$ cat src/rtl/core/dcsms_pkg.sv
package dcsms_pkg;

   // Sizing of the chain and of one frame
   localparam int MAX_CHIPS_DEF  = 8;
   localparam int FRAME_LIMIT    = 8;
   localparam int CNT_W          = 4;   // chip_count register width
   localparam int LIMIT_W        = 7;   // channel_limit register width
   localparam int K_W            = 3;   // byte counter inside one frame
   localparam int ADDR_W         = 5;   // chip index taken from an 8-bit channel
   localparam int PADDR_W        = 4;
   localparam int PDATA_W        = 32;

   localparam logic [7:0] MASK_NONE = 8'h00;

   // Register reset values
   localparam logic [CNT_W-1:0]   CHIP_COUNT_RST    = 4'd1;
   localparam logic [LIMIT_W-1:0] CHANNEL_LIMIT_RST = 7'd64;

   // Register indexes, paddr[3:2]
   typedef enum logic [1:0] {
      REG_CHIP_COUNT     = 2'd0,
      REG_CHANNEL_LIMIT  = 2'd1,
      REG_BYTE_ZERO_MODE = 2'd2
   } reg_index_type;

   // Command codes
   typedef enum logic [1:0] {
      CMD_EXCL_ON = 2'd0,
      CMD_ADD_ON  = 2'd1,
      CMD_OFF     = 2'd2,
      CMD_ALL_OFF = 2'd3
   } cmd_code_type;

   typedef enum logic [1:0] {
      ST_IDLE,
      ST_EDIT,
      ST_EMIT
   } state_type;

   typedef struct packed {
      logic [1:0] cmd;
      logic [7:0] channel;
   } req_type;

   typedef struct packed {
      logic [7:0] frame_byte;
      logic       last_byte;
      logic       status;
   } rsp_type;

   typedef struct packed {
      logic [CNT_W-1:0]   chip_count;
      logic [LIMIT_W-1:0] channel_limit;
      logic               byte_zero_mode;
   } cfg_type;

   // Controller to datapath
   typedef struct packed {
      logic latch;
      logic edit;
      logic load;
   } ctl_cmd_type;

   // Datapath to controller
   typedef struct packed {
      logic slot_free;
      logic last_load;
   } ctl_status_type;

endpackage

$ cat src/rtl/core/dcsms_csr.sv
module dcsms_csr (
   input  logic                              clock,
   input  logic                              reset,
   input  logic                              psel,
   input  logic                              penable,
   input  logic                              pwrite,
   input  logic [dcsms_pkg::PADDR_W-1:0]     paddr,
   input  logic [dcsms_pkg::PDATA_W-1:0]     pwdata,
   output logic [dcsms_pkg::PDATA_W-1:0]     prdata,
   output logic                              pready,
   output dcsms_pkg::cfg_type                cfg
);

   dcsms_pkg::cfg_type cfg_ff, cfg_in;
   logic               wr_en;
   logic [1:0]         reg_idx;

   assign pready  = 1'b1;
   assign wr_en   = psel && penable && pwrite;
   assign reg_idx = paddr[3:2];

   // Write the addressed register; other addresses are dropped
   always_comb begin
      cfg_in = cfg_ff;
      if (wr_en) begin
         unique case (reg_idx)
            dcsms_pkg::REG_CHIP_COUNT:
               cfg_in.chip_count = pwdata[dcsms_pkg::CNT_W-1:0];
            dcsms_pkg::REG_CHANNEL_LIMIT:
               cfg_in.channel_limit = pwdata[dcsms_pkg::LIMIT_W-1:0];
            dcsms_pkg::REG_BYTE_ZERO_MODE:
               cfg_in.byte_zero_mode = pwdata[0];
            default: ;
         endcase
      end
   end

   always_ff @(posedge clock) begin
      if (reset) begin
         cfg_ff.chip_count     <= dcsms_pkg::CHIP_COUNT_RST;
         cfg_ff.channel_limit  <= dcsms_pkg::CHANNEL_LIMIT_RST;
         cfg_ff.byte_zero_mode <= 1'b0;
      end else begin
         cfg_ff <= cfg_in;
      end
   end

   // Read back the addressed register
   always_comb begin
      unique case (reg_idx)
         dcsms_pkg::REG_CHIP_COUNT:
            prdata = dcsms_pkg::PDATA_W'(cfg_ff.chip_count);
         dcsms_pkg::REG_CHANNEL_LIMIT:
            prdata = dcsms_pkg::PDATA_W'(cfg_ff.channel_limit);
         dcsms_pkg::REG_BYTE_ZERO_MODE:
            prdata = dcsms_pkg::PDATA_W'(cfg_ff.byte_zero_mode);
         default:
            prdata = '0;
      endcase
   end

   assign cfg = cfg_ff;

endmodule

$ cat src/rtl/core/dcsms_ctrl.sv
module dcsms_ctrl (
   input  logic                       clock,
   input  logic                       reset,
   input  logic                       req_valid,
   output logic                       req_ready,
   input  dcsms_pkg::ctl_status_type  status,
   output dcsms_pkg::ctl_cmd_type     cmd
);

   dcsms_pkg::state_type state_ff, state_in;

   // Next state
   always_comb begin
      state_in = state_ff;
      unique case (state_ff)
         dcsms_pkg::ST_IDLE: begin
            if (req_valid) state_in = dcsms_pkg::ST_EDIT;
         end
         dcsms_pkg::ST_EDIT: begin
            state_in = dcsms_pkg::ST_EMIT;
         end
         dcsms_pkg::ST_EMIT: begin
            if (status.slot_free && status.last_load) state_in = dcsms_pkg::ST_IDLE;
         end
         default: state_in = dcsms_pkg::ST_IDLE;
      endcase
   end

   always_ff @(posedge clock) begin
      if (reset) begin
         state_ff <= dcsms_pkg::ST_IDLE;
      end else begin
         state_ff <= state_in;
      end
   end

   // Outputs
   always_comb begin
      req_ready = 1'b0;
      cmd       = '0;
      unique case (state_ff)
         dcsms_pkg::ST_IDLE: begin
            req_ready = 1'b1;
            cmd.latch = req_valid;
         end
         dcsms_pkg::ST_EDIT: begin
            cmd.edit = 1'b1;
         end
         dcsms_pkg::ST_EMIT: begin
            cmd.load = status.slot_free;
         end
         default: ;
      endcase
   end

endmodule

$ cat src/rtl/core/dcsms_dp.sv
module dcsms_dp #(
   parameter int MAX_CHIPS = dcsms_pkg::MAX_CHIPS_DEF
) (
   input  logic                       clock,
   input  logic                       reset,
   input  dcsms_pkg::req_type         req_data,
   input  dcsms_pkg::cfg_type         cfg,
   input  dcsms_pkg::ctl_cmd_type     cmd,
   output dcsms_pkg::ctl_status_type  status,
   output logic                       rsp_valid,
   input  logic                       rsp_ready,
   output dcsms_pkg::rsp_type         rsp_data
);

   localparam int IDX_W     = (MAX_CHIPS > 1) ? $clog2(MAX_CHIPS) : 1;
   localparam int FRAME_CAP = (MAX_CHIPS < dcsms_pkg::FRAME_LIMIT) ?
                              MAX_CHIPS : dcsms_pkg::FRAME_LIMIT;

   logic [7:0]                    mask_ff [MAX_CHIPS];
   logic [7:0]                    mask_in [MAX_CHIPS];
   logic [1:0]                    cmd_ff;
   logic [7:0]                    chan_ff;
   logic                          err_ff, err_in;
   logic [dcsms_pkg::K_W-1:0]     k_ff, k_in;
   logic                          rsp_valid_ff, rsp_valid_in;
   dcsms_pkg::rsp_type            rsp_ff, rsp_in;

   logic [dcsms_pkg::CNT_W-1:0]   cnt_nz;
   logic [dcsms_pkg::CNT_W-1:0]   n_eff;
   logic [7:0]                    ch_m1;
   logic [dcsms_pkg::ADDR_W-1:0]  chip;
   logic [7:0]                    bit_n;
   logic [7:0]                    bit_z;
   logic                          over_limit;
   logic                          chip_bad;
   logic [dcsms_pkg::ADDR_W-1:0]  emit_addr;
   logic [dcsms_pkg::ADDR_W-1:0]  rd_addr;
   logic [7:0]                    rd_data;
   logic                          last_k;
   logic                          edit_err;
   logic                          clear_n;
   logic                          wr_one;
   logic [7:0]                    wr_data;

   // Effective chip count: zero reads as one, saturate at the frame cap
   assign cnt_nz = (cfg.chip_count == '0) ? dcsms_pkg::CNT_W'(1) : cfg.chip_count;
   assign n_eff  = (cnt_nz > dcsms_pkg::CNT_W'(FRAME_CAP)) ?
                   dcsms_pkg::CNT_W'(FRAME_CAP) : cnt_nz;

   // Decode the channel into chip and bit
   assign ch_m1      = chan_ff - 8'd1;
   assign chip       = ch_m1[7:3];
   assign bit_n      = 8'b1 << ch_m1[2:0];
   assign bit_z      = ((chan_ff != 8'd0) && (chan_ff <= 8'd8)) ? bit_n : dcsms_pkg::MASK_NONE;
   assign over_limit = chan_ff > {1'b0, cfg.channel_limit};
   assign chip_bad   = chip >= dcsms_pkg::ADDR_W'(n_eff);

   // Single read port: edit target during edit, frame byte otherwise
   assign emit_addr = dcsms_pkg::ADDR_W'(n_eff - dcsms_pkg::CNT_W'(1) - {1'b0, k_ff});
   assign rd_addr   = cmd.edit ? (cfg.byte_zero_mode ? '0 : chip) : emit_addr;
   assign rd_data   = mask_ff[rd_addr[IDX_W-1:0]];
   assign last_k    = ({1'b0, k_ff} == (n_eff - dcsms_pkg::CNT_W'(1)));

   // Decide the edit for the held command
   always_comb begin
      edit_err = 1'b0;
      clear_n  = 1'b0;
      wr_one   = 1'b0;
      wr_data  = rd_data;
      if (cmd_ff == dcsms_pkg::CMD_ALL_OFF) begin
         clear_n = 1'b1;
      end else if (over_limit || (cmd_ff == dcsms_pkg::CMD_OFF && chan_ff == 8'd0)) begin
         edit_err = 1'b1;
      end else if (cfg.byte_zero_mode) begin
         wr_one = 1'b1;
         priority if (cmd_ff == dcsms_pkg::CMD_EXCL_ON) begin
            wr_data = bit_z;
         end else if (cmd_ff == dcsms_pkg::CMD_ADD_ON) begin
            wr_data = (chan_ff == 8'd0) ? dcsms_pkg::MASK_NONE : (rd_data | bit_z);
         end else begin
            wr_data = rd_data & ~bit_z;
         end
      end else if (chan_ff == 8'd0) begin
         clear_n = (cmd_ff == dcsms_pkg::CMD_EXCL_ON);
      end else if (chip_bad) begin
         edit_err = 1'b1;
      end else begin
         wr_one = 1'b1;
         priority if (cmd_ff == dcsms_pkg::CMD_EXCL_ON) begin
            clear_n = 1'b1;
            wr_data = bit_n;
         end else if (cmd_ff == dcsms_pkg::CMD_ADD_ON) begin
            wr_data = rd_data | bit_n;
         end else begin
            wr_data = rd_data & ~bit_n;
         end
      end
   end

   // Apply clears first, then the single-entry write
   always_comb begin
      for (int i = 0; i < MAX_CHIPS; i++) begin
         mask_in[i] = mask_ff[i];
         if (cmd.edit && clear_n &&
             (dcsms_pkg::ADDR_W'(i) < dcsms_pkg::ADDR_W'(n_eff))) begin
            mask_in[i] = dcsms_pkg::MASK_NONE;
         end
         if (cmd.edit && wr_one && (dcsms_pkg::ADDR_W'(i) == rd_addr)) begin
            mask_in[i] = wr_data;
         end
      end
   end

   always_ff @(posedge clock) begin
      if (reset) begin
         for (int i = 0; i < MAX_CHIPS; i++) mask_ff[i] <= dcsms_pkg::MASK_NONE;
      end else begin
         for (int i = 0; i < MAX_CHIPS; i++) mask_ff[i] <= mask_in[i];
      end
   end

   // Hold the accepted command word
   always_ff @(posedge clock) begin
      if (cmd.latch) begin
         cmd_ff  <= req_data.cmd;
         chan_ff <= req_data.channel;
      end
   end

   // Error flag and frame byte counter
   always_comb begin
      err_in = err_ff;
      k_in   = k_ff;
      if (cmd.edit) begin
         err_in = edit_err;
         k_in   = '0;
      end else if (cmd.load) begin
         k_in = k_ff + dcsms_pkg::K_W'(1);
      end
   end

   // Output register: load a byte, drop it once taken
   always_comb begin
      rsp_valid_in = rsp_valid_ff;
      rsp_in       = rsp_ff;
      if (cmd.load) begin
         rsp_valid_in = 1'b1;
         if (err_ff) begin
            rsp_in.frame_byte = dcsms_pkg::MASK_NONE;
            rsp_in.last_byte  = 1'b1;
            rsp_in.status     = 1'b1;
         end else begin
            rsp_in.frame_byte = rd_data;
            rsp_in.last_byte  = last_k;
            rsp_in.status     = 1'b0;
         end
      end else if (rsp_ready) begin
         rsp_valid_in = 1'b0;
      end
   end

   always_ff @(posedge clock) begin
      if (reset) begin
         err_ff       <= 1'b0;
         k_ff         <= '0;
         rsp_valid_ff <= 1'b0;
      end else begin
         err_ff       <= err_in;
         k_ff         <= k_in;
         rsp_valid_ff <= rsp_valid_in;
      end
   end

   always_ff @(posedge clock) begin
      rsp_ff <= rsp_in;
   end

   assign status.slot_free = !rsp_valid_ff || rsp_ready;
   assign status.last_load = err_ff || last_k;
   assign rsp_valid        = rsp_valid_ff;
   assign rsp_data         = rsp_ff;

   // An error load always yields a terminal error word
   a_err_word: assert property (@(posedge clock) disable iff (reset)
      cmd.load && err_ff |=> rsp_valid_ff && rsp_ff.status && rsp_ff.last_byte &&
                             (rsp_ff.frame_byte == dcsms_pkg::MASK_NONE))
      else $error("error load did not produce error word");

   // A word with an error status is always the final word
   a_err_last: assert property (@(posedge clock) disable iff (reset)
      rsp_valid_ff && rsp_ff.status |-> rsp_ff.last_byte)
      else $error("error word not flagged last");

   // A pending non-final byte means the counter is still inside the frame
   a_k_range: assert property (@(posedge clock) disable iff (reset)
      rsp_valid_ff && !rsp_ff.last_byte |-> ({1'b0, k_ff} < n_eff))
      else $error("frame counter ran past chip count");

endmodule

$ cat src/rtl/core/daisy_chain_switch_mask_shifter.sv
// Keeps one 8-bit switch mask per chip of a daisy chain of octal switches and,
// for each accepted command word, edits the masks and sends the whole frame as
// one response word per chip, last chip first, with last_byte on the final one.
// A rejected command (channel above channel_limit, channel past the chip count
// outside byte-zero mode, or turn-off of channel 0) returns a single error
// word and leaves the masks alone. Commands are handled one at a time by a
// small controller: it takes the word, applies the edit through the single
// mask read port, then loads one frame byte per cycle while the response side
// does not stall, n bytes (n = effective chip count, 1 to 8) or one error word.
// The response register lets the next command be taken while the final byte
// still waits. Masks clear at reset; configure only while no command is in
// flight.
module daisy_chain_switch_mask_shifter #(
   parameter int MAX_CHIPS = dcsms_pkg::MAX_CHIPS_DEF
) (
   input  logic                           clock,
   input  logic                           reset,
   input  logic                           req_valid,
   output logic                           req_ready,
   input  dcsms_pkg::req_type             req_data,
   output logic                           rsp_valid,
   input  logic                           rsp_ready,
   output dcsms_pkg::rsp_type             rsp_data,
   input  logic                           psel,
   input  logic                           penable,
   input  logic                           pwrite,
   input  logic [dcsms_pkg::PADDR_W-1:0]  paddr,
   input  logic [dcsms_pkg::PDATA_W-1:0]  pwdata,
   output logic [dcsms_pkg::PDATA_W-1:0]  prdata,
   output logic                           pready
);

   dcsms_pkg::cfg_type         cfg;
   dcsms_pkg::ctl_cmd_type     ctl_cmd;
   dcsms_pkg::ctl_status_type  ctl_status;

   dcsms_csr u_csr (
      .clock   (clock),
      .reset   (reset),
      .psel    (psel),
      .penable (penable),
      .pwrite  (pwrite),
      .paddr   (paddr),
      .pwdata  (pwdata),
      .prdata  (prdata),
      .pready  (pready),
      .cfg     (cfg)
   );

   dcsms_ctrl u_ctrl (
      .clock     (clock),
      .reset     (reset),
      .req_valid (req_valid),
      .req_ready (req_ready),
      .status    (ctl_status),
      .cmd       (ctl_cmd)
   );

   dcsms_dp #(
      .MAX_CHIPS (MAX_CHIPS)
   ) u_dp (
      .clock     (clock),
      .reset     (reset),
      .req_data  (req_data),
      .cfg       (cfg),
      .cmd       (ctl_cmd),
      .status    (ctl_status),
      .rsp_valid (rsp_valid),
      .rsp_ready (rsp_ready),
      .rsp_data  (rsp_data)
   );

endmodule

$ cat config.mk
export PLATFORM = sky130hd
export DESIGN_NAME = daisy_chain_switch_mask_shifter
export DESIGN_NICKNAME = d
export VERILOG_FILES = /design/src/rtl/core/dcsms_pkg.sv /design/src/rtl/core/dcsms_csr.sv /design/src/rtl/core/dcsms_ctrl.sv /design/src/rtl/core/dcsms_dp.sv /design/src/rtl/core/daisy_chain_switch_mask_shifter.sv
export SDC_FILE = /design/constraint.sdc
export NUM_CORES = 1
export LEC_CHECK = 0
export ABC_AREA = 1
export BUFFER_PORTS_ARGS = -buffer_cell sky130_fd_sc_hd__buf_4
export CAP_MARGIN = 5
export CELL_PAD_IN_SITES_DETAIL_PLACEMENT = 1
export CELL_PAD_IN_SITES_GLOBAL_PLACEMENT = 2
export CORE_ASPECT_RATIO = 0.7
export CORE_UTILIZATION = 31
export DETAILED_ROUTE_END_ITERATION = 8
export PLACE_DENSITY = 0.8
export SYNTH_ARGS = -nofsm -noshare
export SYNTH_HDL_FRONTEND = slang
export SYNTH_HIERARCHICAL = 1
export SYNTH_SLANG_ARGS = --single-unit
$ cat constraint.sdc
create_clock -name clock -period 3.4 [get_ports clock]
set_clock_uncertainty 0.15 [all_clocks]
set_input_delay 0.51 -clock clock [delete_from_list [all_inputs] [get_ports clock]]
set_output_delay 0.51 -clock clock [all_outputs]
set_load 0.05 [all_outputs]
==> summary.md <==
| Metric | Value |
|---|---|
| Num rows | `43` |
| Logic pwr share | `23.9%` |
| CP startpoint kind | `flip-flop` |
| Reg2Reg Depth | `12` |
| Mapped Area | `6253 um^2` |
| # diodes | `0` |
| Leak | `0.003089 uW` |
| Antenna violations before repair | `0` |
| Die area | `20,750 um^2` |
| DRC errors left | `0` |
| Starting Density | `31.58%` |
| Largest net degree at the start of global routing | `22` |
| CTS Buffer Depth | `2` |
| Final worst slack | `0.1349 ns` |
| Port Buffers | `44` |
| Placer Congestion | `0.8260` |
| Part of the power in the clock network | `32.5%` |
| CTS root buffer | `clkbuf_16` |
| Crit-path cells | `buf_4 > inv_1 > nor2_1 > inv_1 > fa_1 > or2_2 > nand2_1 > nand2_1 > nor4_1 > nand4_1 > nand3_1 > buf_12` |
| Fin. max-slew vios | `0` |
| Setup crit end kind | `flip-flop` |
| Critical path data required time | `3.33 ns` |
| Ys async rst share | `0%` |
| Crit-path max cell delay | `0.54 ns` |
| Worst Path Max Fanout | `8` |
| GRT Total Usage | `19.29%` |
| DP Wirelength | `14,470 um` |
| Final period util | `96.03%` |
| Worst-path clk slew | `0.08 ns` |
| Critical Path AT | `3.20 ns` |
| Height of the die | `120.8 um` |
| Yosys warnings | `6` |
| Iter 0 DRT Violations | `413` |
| DRT Wirelength | `19,200 um` |
| Setup Viol. Count Final | `0` |
| Outcome | `complete, no violations` |
| Clock latency on the worst-skew pair | `0.37 ns` |
| Master of the slowest instance on the critical path | `nor4_1` |
| Fraction of layout cells with a size suffix above 1 | `23.24%` |
| Layout area overhead | `21.67%` |
| Post-layout minimum cycle time | `3.265 ns` |
| Worst vdd ir | `0.1945 mV` |
| Mapped Cells | `708` |
| First-pass GRT wire length | `29,840 um` |
| Internal power | `2188 uW` |
| Wire length per cell | `18.01 um` |
| GR Overflow Total | `0` |
| Slew headroom | `24.88%` |
| Clk sinks | `103` |
| Core area | `19,800 um^2` |
| Sequential share of the synthesized area | `46.42%` |
| Peak Freq | `306.3 MHz` |
| Reg power frac | `43.7%` |
| Hold Crit Class | `input port to flip-flop` |
| Layout net count | `864` |
| Avg Cell Area, Syn | `8.833 um^2` |
| MaxCap Viol Count | `0` |
| Number of synthesized flops with an enable pin | `84` |
| Hold Fails Final Rpt | `0` |
| First-pass iteration count of the detailed router | `5` |
| Final Util | `38.43%` |
| Hold-fix buffers, CTS | `0` |
| DRT antenna net count | `0` |
| Hold Worst Slack | `0.1723 ns` |
| Die Width | `171.8 um` |
| Final instance area | `7609 um^2` |
| Fill count | `2,342` |
| DR vias/cell | `5.012` |
| DP Worst Slack | `0.05998 ns` |
| Vias in the first global route | `5,319` |
| Switching power | `1136 uW` |
| Slew @ Worst Pin | `1.123 ns` |
| CTS buffer count | `9` |
| CTS tree | `done` |
| Seq cells post-synth | `103` |
| P per Cell Area | `436.9 nW/um^2` |
| Synth unique cells | `47` |
| Switching Fraction | `34.17%` |
| # H-tree levels | `3` |
| IO Pins | `98` |
| Hold Path Depth | `1` |
| Area after DPL | `7118 um^2` |
| Via count | `5,343` |
| Crit path kind | `flip-flop to flip-flop` |
| Ys flop type | `edfxtp_1` |
## metrics by stage
stage | cells | TNS, ns | total power (uW)
after global routing | 1066 | -0.7171 | 3452
final | 1066 | 0 | 3324
after floorplan | 732 | 0 | 1966
after CTS | 1057 | 0 | 3305
after detailed placement | 1041 | 0 | 2228
after global placement | 1041 | 0 | 2202
## per-layer routing
| metal | global-route usage, % | part of all wire (%) |
|---|---|---|
| met1 | 27.91 | 52 |
| met2 | 28.69 | 43 |
| met3 | 4.452 | 4.3 |
| met4 | 4.978 | 1.1 |
| met5 | 0 | 0 |
## placed cells by master, fill, tap and decap left out, types with 4 or more instances in the layout
cell type  instances
buf_4             81
clkbuf_16          9
a22oi_1           23
nor2_4             7
ha_1              19
nand2_1          121
dfxtp_1           19
nor2_2             5
nand2_2           11
nand4_4            5
a21oi_1           73
inv_2              9
edfxtp_1          84
o211ai_1           7
nor2_1            68
nand3_2            4
nand3_1           60
a22oi_2            5
nand2_4           12
o21ai_0           26
nand4_1           10
conb_1            26
o21ai_1            6
inv_1             52
buf_12            11
## synth_stat cells, types with 2 or more instances
cell type / number / area, um^2
nor2_4: 5 / 56.30
nand2_2: 12 / 75.07
nor2_2: 6 / 37.54
conb_1: 2 / 7.510
inv_1: 53 / 198.9
nand2_4: 6 / 67.56
nand4_2: 6 / 75.07
nand3_2: 2 / 20.02
nand2_1: 126 / 473.0
buf_2: 3 / 15.01
nand4_1: 10 / 62.56
buf_4: 29 / 217.7
a22oi_1: 23 / 172.7
a21oi_1: 74 / 370.4
buf_6: 5 / 56.30
nor2_1: 68 / 255.2
nand3b_1: 2 / 15.01
a22oi_2: 5 / 62.56
dfxtp_1: 19 / 380.4
inv_2: 8 / 30.03
o211ai_1: 7 / 52.55
or2_2: 3 / 18.77
a21oi_2: 2 / 17.52
o21ai_1: 5 / 25.02
nor3_1: 2 / 10.01
edfxtp_1: 84 / 2522
inv_4: 3 / 18.77
a22o_1: 3 / 26.28
a31oi_1: 2 / 12.51
nor2_8: 2 / 40.04
nand4_4: 2 / 42.54
nand3_1: 62 / 310.3
o21ai_0: 29 / 145.1
clkbuf_1: 7 / 26.28
ha_1: 19 / 237.7
## worst paths after layout
kind | from | end | slack, ns
max | u_csr/cfg[9] | u_dp/mask_ff[1][0] | 0.13
min | req_data[6] | u_dp/chan_ff[6] | 0.17
max reg2reg | u_csr/cfg[9] | u_dp/mask_ff[1][0] | 0.13
min reg2reg | u_csr/cfg[5] | u_csr/cfg[5] | 0.36
## flip-flops by register name, indices dropped and copies added (netlist names)
name,count
u_csr/cfg,12
u_dp/cmd_ff,2
u_dp/err_ff,1
u_ctrl/state_ff,2
u_dp/chan_ff,8
u_dp/rsp_valid,1
u_dp/k_ff,3
u_dp/mask_ff,64
u_dp/rsp_data,10
## final cells by class
cell class                      instances  area, um^2  share of cell area [%]
Sequential cell                       103        2903                   38.15
Clock inverter                          7       86.33                   1.135
Timing Repair Buffer                   92       828.3                   10.89
Tap cell                              270       337.8                   4.440
Inverter                               65       251.5                   3.305
Clock buffer                            9       225.2                   2.960
Multi-Input combinational cell        520        2977                   39.12
## power groups by stage
stage               logic, uW  registers (uW)  clock network, uW
finish                    794            1450               1080
floorplan                 484            1480                  0
global route              857            1460               1140
CTS                       753            1450               1100
detailed placement        748            1480                  0
global placement          725            1480                  0
## kinds of logic after synthesis
logic type,count (synthesis),share of synthesized area (%)
simple gates,318,25.41
compound gates,154,14.67
buf+inv,110,9.124
flops,103,46.42
fa+ha+maj,20,4.122
other cells,2,0.1201
xor+xnor,1,0.1401
## timing repair
| item | in CTS | in global routing |
|---|---|---|
| endpoints found under the setup margin | 0 | 128 |
| resized for setup | 0 | 24 |
| setup buffers | 0 | 8 |
## worst max-delay path, delay by kind of cell, from the launching register on
kind	cells	cell delay, ns
adder cells (fa/ha/maj)	1	0.44
AND/OR/NAND/NOR	7	1.55
flip-flops	1	0.34
buffers and inverters	4	0.50
Power figures use the tool's default switching activity.
